[config.mk]
export PLATFORM = sky130hd
export DESIGN_NAME = bounded_ordered_set_top
export DESIGN_NICKNAME = d
export VERILOG_FILES = /design/src/rtl/core/bos_pkg.sv /design/src/rtl/core/bos_cell.sv /design/src/rtl/core/bos_chain.sv /design/src/rtl/core/bounded_ordered_set_top.sv
export SDC_FILE = /design/constraint.sdc
export NUM_CORES = 1
export LEC_CHECK = 0
export BUFFER_PORTS_ARGS = -buffer_cell sky130_fd_sc_hd__clkbuf_2
export CAP_MARGIN = 20
export CORE_ASPECT_RATIO = 1.2
export CORE_MARGIN = 2
export CORE_UTILIZATION = 60
export DETAILED_ROUTE_END_ITERATION = 12
export GPL_TIMING_DRIVEN = 0
export PLACE_DENSITY = 0.75
export SYNTH_ARGS = -nofsm -noshare
export SYNTH_HDL_FRONTEND = slang
export SYNTH_SLANG_ARGS = --single-unit
[constraint.sdc]
create_clock -name clk_i -period 5.8 [get_ports clk_i]
set_clock_uncertainty 0.05 [all_clocks]
set_input_delay 0.29 -clock clk_i [delete_from_list [all_inputs] [get_ports clk_i]]
set_output_delay 0.29 -clock clk_i [all_outputs]
set_load 0.01 [all_outputs]
[src/rtl/core/bos_pkg.sv]
// Shared types and codes for the bounded ordered set.
package bos_pkg;

  localparam int unsigned ValueW = 32;
  localparam int unsigned OpW    = 2;
  localparam int unsigned CountW = 5;

  typedef enum logic [OpW-1:0] {
    OP_ADD      = 2'd0,
    OP_REMOVE   = 2'd1,
    OP_CONTAINS = 2'd2
  } op_e;

  typedef enum logic [1:0] {
    ST_IDLE,
    ST_CMP,
    ST_UPD
  } state_e;

  // Broadcast from the sequencer to every cell of the chain.
  typedef struct packed {
    logic              cmp;
    logic              append;
    logic              remove;
    logic [ValueW-1:0] value;
  } cell_cmd_t;

endpackage

[src/rtl/core/bos_cell.sv]
// One storage cell of the set: holds an entry, its valid bit and a match flag.
module bos_cell (
  input  logic                        clk_i,
  input  logic                        rst_ni,
  input  bos_pkg::cell_cmd_t          cmd_i,
  input  logic                        prev_valid_i,
  input  logic                        shift_i,
  input  logic [bos_pkg::ValueW-1:0]  next_entry_i,
  input  logic                        next_valid_i,
  output logic [bos_pkg::ValueW-1:0]  entry_o,
  output logic                        valid_o,
  output logic                        match_o,
  output logic                        shift_o
);

  logic [bos_pkg::ValueW-1:0] entry_q, entry_d;
  logic                       valid_q, valid_d;
  logic                       match_q, match_d;
  logic                       first_free;

  // The lowest empty slot is the one whose left neighbor is filled.
  assign first_free = !valid_q && prev_valid_i;
  // Shift when the match sits here or anywhere to the left.
  assign shift_o    = match_q || shift_i;

  always_comb begin
    entry_d = entry_q;
    valid_d = valid_q;
    match_d = match_q;
    if (cmd_i.cmp) begin
      match_d = valid_q && (entry_q == cmd_i.value);
    end
    if (cmd_i.append && first_free) begin
      entry_d = cmd_i.value;
      valid_d = 1'b1;
    end
    if (cmd_i.remove && shift_o) begin
      entry_d = next_entry_i;
      valid_d = next_valid_i;
    end
  end

  always_ff @(posedge clk_i or negedge rst_ni) begin
    if (!rst_ni) begin
      valid_q <= 1'b0;
      match_q <= 1'b0;
    end else begin
      valid_q <= valid_d;
      match_q <= match_d;
    end
  end

  always_ff @(posedge clk_i) begin
    entry_q <= entry_d;
  end

  assign entry_o = entry_q;
  assign valid_o = valid_q;
  assign match_o = match_q;

endmodule

[src/rtl/core/bos_chain.sv]
// Row of set cells wired to their neighbors, with the combined match flag.
module bos_chain #(
  parameter int unsigned CAPACITY = 16
) (
  input  logic               clk_i,
  input  logic               rst_ni,
  input  bos_pkg::cell_cmd_t cmd_i,
  output logic               found_o
);

  logic [bos_pkg::ValueW-1:0] entry [CAPACITY];
  logic [CAPACITY-1:0]        valid;
  logic [CAPACITY-1:0]        match;
  logic [CAPACITY-1:0]        shift;

  for (genvar i = 0; i < CAPACITY; i++) begin : g_cell
    logic                       prev_valid;
    logic                       shift_in;
    logic [bos_pkg::ValueW-1:0] next_entry;
    logic                       next_valid;

    if (i == 0) begin : g_head
      assign prev_valid = 1'b1;
      assign shift_in   = 1'b0;
    end else begin : g_body
      assign prev_valid = valid[i-1];
      assign shift_in   = shift[i-1];
    end

    if (i == CAPACITY - 1) begin : g_tail
      assign next_entry = '0;
      assign next_valid = 1'b0;
    end else begin : g_link
      assign next_entry = entry[i+1];
      assign next_valid = valid[i+1];
    end

    bos_cell u_cell (
      .clk_i        (clk_i),
      .rst_ni       (rst_ni),
      .cmd_i        (cmd_i),
      .prev_valid_i (prev_valid),
      .shift_i      (shift_in),
      .next_entry_i (next_entry),
      .next_valid_i (next_valid),
      .entry_o      (entry[i]),
      .valid_o      (valid[i]),
      .match_o      (match[i]),
      .shift_o      (shift[i])
    );
  end

  assign found_o = |match;

  // Stored values are distinct, so a lookup hits at most one cell.
  assert property (@(posedge clk_i) disable iff (!rst_ni) $onehot0(match))
    else $error("more than one cell matched");

endmodule

[src/rtl/core/bounded_ordered_set_top.sv]
// Top level of the bounded ordered set: request sequencer, entry count, result register.
//
//   channel  | handshake                | payload
//   ---------+--------------------------+-----------------------------------------
//   request  | in_valid_i / in_ready_o  | opcode_i, value_i
//   result   | out_valid_o / out_ready_i| was_present_o, count_after_o,
//            |                          | add_rejected_full_o
//
// A request is accepted, then every cell compares its entry with the value, and then
// the cells append or shift down together in the update state.
// The result is registered and shows in the cycle after the update.
// Reset empties the set at once by clearing the cell valid bits and the count.
// A result left waiting stalls the update state; the next request is not accepted
// until that update has gone through.
module bounded_ordered_set_top #(
  parameter int unsigned CAPACITY = 16
) (
  input  logic                               clk_i,
  input  logic                               rst_ni,
  input  logic                               in_valid_i,
  output logic                               in_ready_o,
  input  logic [bos_pkg::OpW-1:0]            opcode_i,
  input  logic signed [bos_pkg::ValueW-1:0]  value_i,
  output logic                               out_valid_o,
  input  logic                               out_ready_i,
  output logic                               was_present_o,
  output logic [bos_pkg::CountW-1:0]         count_after_o,
  output logic                               add_rejected_full_o
);

  localparam int unsigned CntW = $clog2(CAPACITY + 1);

  bos_pkg::state_e            state_q, state_d;
  logic [bos_pkg::OpW-1:0]    op_q;
  logic [bos_pkg::ValueW-1:0] value_q;
  logic [CntW-1:0]            count_q, count_d;
  logic                       out_valid_q, out_valid_d;
  logic                       present_q;
  logic [bos_pkg::CountW-1:0] count_out_q;
  logic                       rejected_q;

  bos_pkg::cell_cmd_t cmd;
  logic               found;
  logic               full;
  logic               upd_go;
  logic               do_append;
  logic               do_remove;
  logic               rejected;

  assign full   = (count_q == CntW'(CAPACITY));
  assign upd_go = (state_q == bos_pkg::ST_UPD) && (!out_valid_q || out_ready_i);

  always_comb begin
    do_append = 1'b0;
    do_remove = 1'b0;
    rejected  = 1'b0;
    unique case (op_q)
      bos_pkg::OP_ADD: begin
        do_append = !found && !full;
        rejected  = !found && full;
      end
      bos_pkg::OP_REMOVE: begin
        do_remove = found;
      end
      default: begin
        // contains, and the unused code that behaves like it
      end
    endcase
  end

  // Next state.
  always_comb begin
    state_d = state_q;
    unique case (state_q)
      bos_pkg::ST_IDLE: if (in_valid_i) state_d = bos_pkg::ST_CMP;
      bos_pkg::ST_CMP:  state_d = bos_pkg::ST_UPD;
      bos_pkg::ST_UPD:  if (upd_go) state_d = bos_pkg::ST_IDLE;
      default:          state_d = bos_pkg::ST_IDLE;
    endcase
  end

  // Outputs of the sequencer.
  always_comb begin
    in_ready_o = 1'b0;
    cmd        = '{cmp: 1'b0, append: 1'b0, remove: 1'b0, value: value_q};
    unique case (state_q)
      bos_pkg::ST_IDLE: in_ready_o = 1'b1;
      bos_pkg::ST_CMP:  cmd.cmp = 1'b1;
      bos_pkg::ST_UPD: begin
        cmd.append = upd_go && do_append;
        cmd.remove = upd_go && do_remove;
      end
      default: ;
    endcase
  end

  always_comb begin
    count_d = count_q;
    if (upd_go && do_append) begin
      count_d = count_q + CntW'(1);
    end else if (upd_go && do_remove) begin
      count_d = count_q - CntW'(1);
    end
  end

  always_comb begin
    out_valid_d = out_valid_q;
    if (out_ready_i) out_valid_d = 1'b0;
    if (upd_go)      out_valid_d = 1'b1;
  end

  bos_chain #(
    .CAPACITY (CAPACITY)
  ) u_chain (
    .clk_i   (clk_i),
    .rst_ni  (rst_ni),
    .cmd_i   (cmd),
    .found_o (found)
  );

  always_ff @(posedge clk_i or negedge rst_ni) begin
    if (!rst_ni) begin
      state_q     <= bos_pkg::ST_IDLE;
      count_q     <= '0;
      out_valid_q <= 1'b0;
    end else begin
      state_q     <= state_d;
      count_q     <= count_d;
      out_valid_q <= out_valid_d;
    end
  end

  // Capture the request and, on update, the result.
  always_ff @(posedge clk_i) begin
    if (in_valid_i && in_ready_o) begin
      op_q    <= opcode_i;
      value_q <= value_i;
    end
    if (upd_go) begin
      present_q   <= found;
      count_out_q <= bos_pkg::CountW'(count_d);
      rejected_q  <= rejected;
    end
  end

  assign out_valid_o         = out_valid_q;
  assign was_present_o       = present_q;
  assign count_after_o       = count_out_q;
  assign add_rejected_full_o = rejected_q;

  assert property (@(posedge clk_i) disable iff (!rst_ni) count_q <= CntW'(CAPACITY))
    else $error("entry count above capacity");

  assert property (@(posedge clk_i) disable iff (!rst_ni)
                   (in_valid_i && in_ready_o) |=> (state_q == bos_pkg::ST_CMP))
    else $error("accepted request did not start a compare");

  assert property (@(posedge clk_i) disable iff (!rst_ni)
                   upd_go |=> (out_valid_q && (state_q == bos_pkg::ST_IDLE)))
    else $error("update did not post a result");

  assert property (@(posedge clk_i) disable iff (!rst_ni)
                   (out_valid_q && rejected_q) |-> !present_q)
    else $error("rejected add reported a present value");

endmodule
==> run summary <==
EDFF count, synth: 521
Crit path kind: reg -> reg
Num rows: 90
Clk sink count: 593
Crit Reg-Reg Startpoint: u_chain.g_cell[0].u_cell.match_o
Placed cells: 2989
Critical Path AT: 4.51 ns
Crit. End Element: register
Period utilization: 0.743
GP Congestion: 1.04
Fmax: 0.232 GHz
Overall routed net length: 98000 um
Max-slew violation count: 0
Layout cells sized above 1: 0.230
Tot Pwr: 11.2 mW
Setup TNS: 0 ns
Clk root buf: clkbuf_16
Via count: 19600
P&R area growth vs syn: 12.7%
Final instance area: 34200 sq um
Commonest non-fill, non-tap cell in the layout: edfxtp_1
DP Worst Slack: 1.67 ns
Worst Slack Setup Final: 1.49 ns
Detailed Routing Iterations Pass 1: 5
Critical path origin: u_chain.g_cell[0].u_cell.match_o
Leak Pwr: 12.0 nW
Initial antenna violation count: 0
R2r setup slk: 1.49 ns
Worst Path Max Fanout: 32
Flops & latches, synth: 593
Non-Filler Instances: 3138
Fin crit period: 4.31 ns
R2R Path End: u_chain.g_cell[8].u_cell.entry_o[9]
Cell count of the worst reg-to-reg path: 9
Most frequent cells in the layout: edfxtp_1, mux2_2, xor2_1
Ports: 47
Seq/Total Area, Yosys: 0.569
Top_reg_cell synth: edfxtp_1
CTS tree: yes
Grt ovf: 0
Final hold violations: 0
Synth unique cells: 46
Hpwl dp: 78600 um
Port Buffer Count: 46
Yosys warns: 0
Chip Width: 209 um
Setup Buffers After CTS: 0
DP Area: 31900 sq um
Worst-path clk slew: 0.06 ns
Pin count of the biggest net entering global routing: 41
Synthesized area: 30400 sq um
Status: finished, final reports clean
Synthesized area per cell: 13.3 sq um
CP Launch Type: register
First-pass GRT wire length: 137000 um
Die area: 52400 sq um
Final setup violating endpoints: 0
Vias in the first global route: 19800
Ys async rst share: 0.0675
Gate Count Post-Synth: 2286
Data required, critical path: 6.00 ns
H-tree levels: 2
MaxCap Viol Count: 0
Fin util: 0.683
Routed wire per std cell: 31.2 um
Syn_nets: 2326
Maximum VDD drop: 285 uV
RSZ-0062 raised after global routing: no
Max_slew headroom: 0.296
Pwr dens: 327 nW/um^2
Total GRT Usage: 0.376
Max Root-Sink Buffers: 3
Initial DRC Count: 1827
Initial Util: 0.606
DRC: 0
Least-Margin Pin Slew: 1.04 ns
Core area: 50100 sq um
Hold Crit Class: in -> async
Num CTS Buffers: 60
Min Hold Slack: 0.0663 ns
Nets@finish: 2485
Clk_lat worst skew: 0.64 ns
Die height: 250 um
Detail Route Antenna Nets: 0
Setup crit end: u_chain.g_cell[8].u_cell.entry_o[9]
Via-per-instance ratio: 6.24
## logic make-up after synthesis
group                    share of synthesized area
adder cells (fa/ha/maj)                   0.000824
AND/OR/NAND/NOR                             0.0737
XOR/XNOR                                     0.149
AO/OA/AOI/OAI                               0.0247
buffers and inverters                       0.0271
multiplexers                                 0.155
flip-flops                                   0.569
## synthesized netlist by cell type, types with 14 or more instances
cell,count,share of area
edfxtp_1,521,0.52
mux2_2,388,0.14
xor2_1,371,0.11
nand2_1,216,0.027
clkbuf_1,165,0.020
xnor2_1,145,0.042
nor4_1,99,0.020
nand4_1,66,0.014
a22o_1,48,0.014
dfrtp_1,40,0.033
dfxtp_1,32,0.021
nor2_1,32,0.0040
mux2_1,28,0.010
nor3_1,17,0.0028
buf_2,16,0.0026
buf_1,14,0.0017
## how the worst min path moves through the flow
stage | startpoint | endpoint | slack (ns) | cells past startpoint
final | rst_ni | state_q[0] | 0.07 | 2
after global routing | rst_ni | state_q[0] | 0.08 | 2
after CTS | value_i[21] | value_q[21] | 0.29 | 2
after detailed placement | value_i[12] | value_q[12] | 0.42 | 1
after global placement | value_i[26] | value_q[26] | 0.42 | 1
after floorplan | rst_ni | count_q[0] | -0.06 | 0
## registers in the layout (all words and copies together) (netlist names)
signal / flops
count_q: 5
was_present_o: 1
u_chain.g_cell.u_cell.entry_o: 512
value_q: 32
out_valid_o: 1
add_rejected_full_o: 1
u_chain.g_cell.u_cell.valid_o: 16
u_chain.g_cell.u_cell.match_o: 16
op_q: 2
state_q: 2
count_after_o: 5
## metal layers
metal | part of all wire | track usage
met3 | 0.059 | 0.0460
met2 | 0.47 | 0.618
met1 | 0.36 | 0.441
met4 | 0.10 | 0.322
met5 | 0 | 0
## layout make-up
class / instances / area (sq um)
Antenna cell: 1 / 2.50
Buffer: 198 / 786
Clock buffer: 90 / 1750
Clock inverter: 20 / 148
Fill cell: 3564 / 15900
Inverter: 10 / 37.5
Multi-Input combinational cell: 1485 / 12400
Sequential cell: 593 / 17300
Tap cell: 644 / 806
Timing Repair Buffer: 97 / 971
## critical path, cell delays in order (launching register included)
cell and delay [ns]:
dfrtp_1 0.36, buf_2 0.16, nor4_1 0.61, and2_1 0.27, clkbuf_1 0.23, and3_1 0.19
clkbuf_1 0.46, clkbuf_1 0.59, nand2_1 0.23, o21bai_4 0.78
## power by group
| group | leakage [nW] | internal [mW] | total (mW) | switching [mW] |
|---|---|---|---|---|
| clock | 0.921 | 2.15 | 3.83 | 1.68 |
| combinational | 5.59 | 0.765 | 2.19 | 1.42 |
| sequential | 5.45 | 4.97 | 5.16 | 0.192 |
| total | 12.0 | 7.88 | 11.2 | 3.29 |
## what timing repair did
| action | 4_1_cts | 5_1_grt |
|---|---|---|
| hold buffers | 37 | 0 |
| hold endpoints to repair | 76 | 0 |
| gates resized for setup | 0 | 0 |
(Power assumes the default switching activity.)
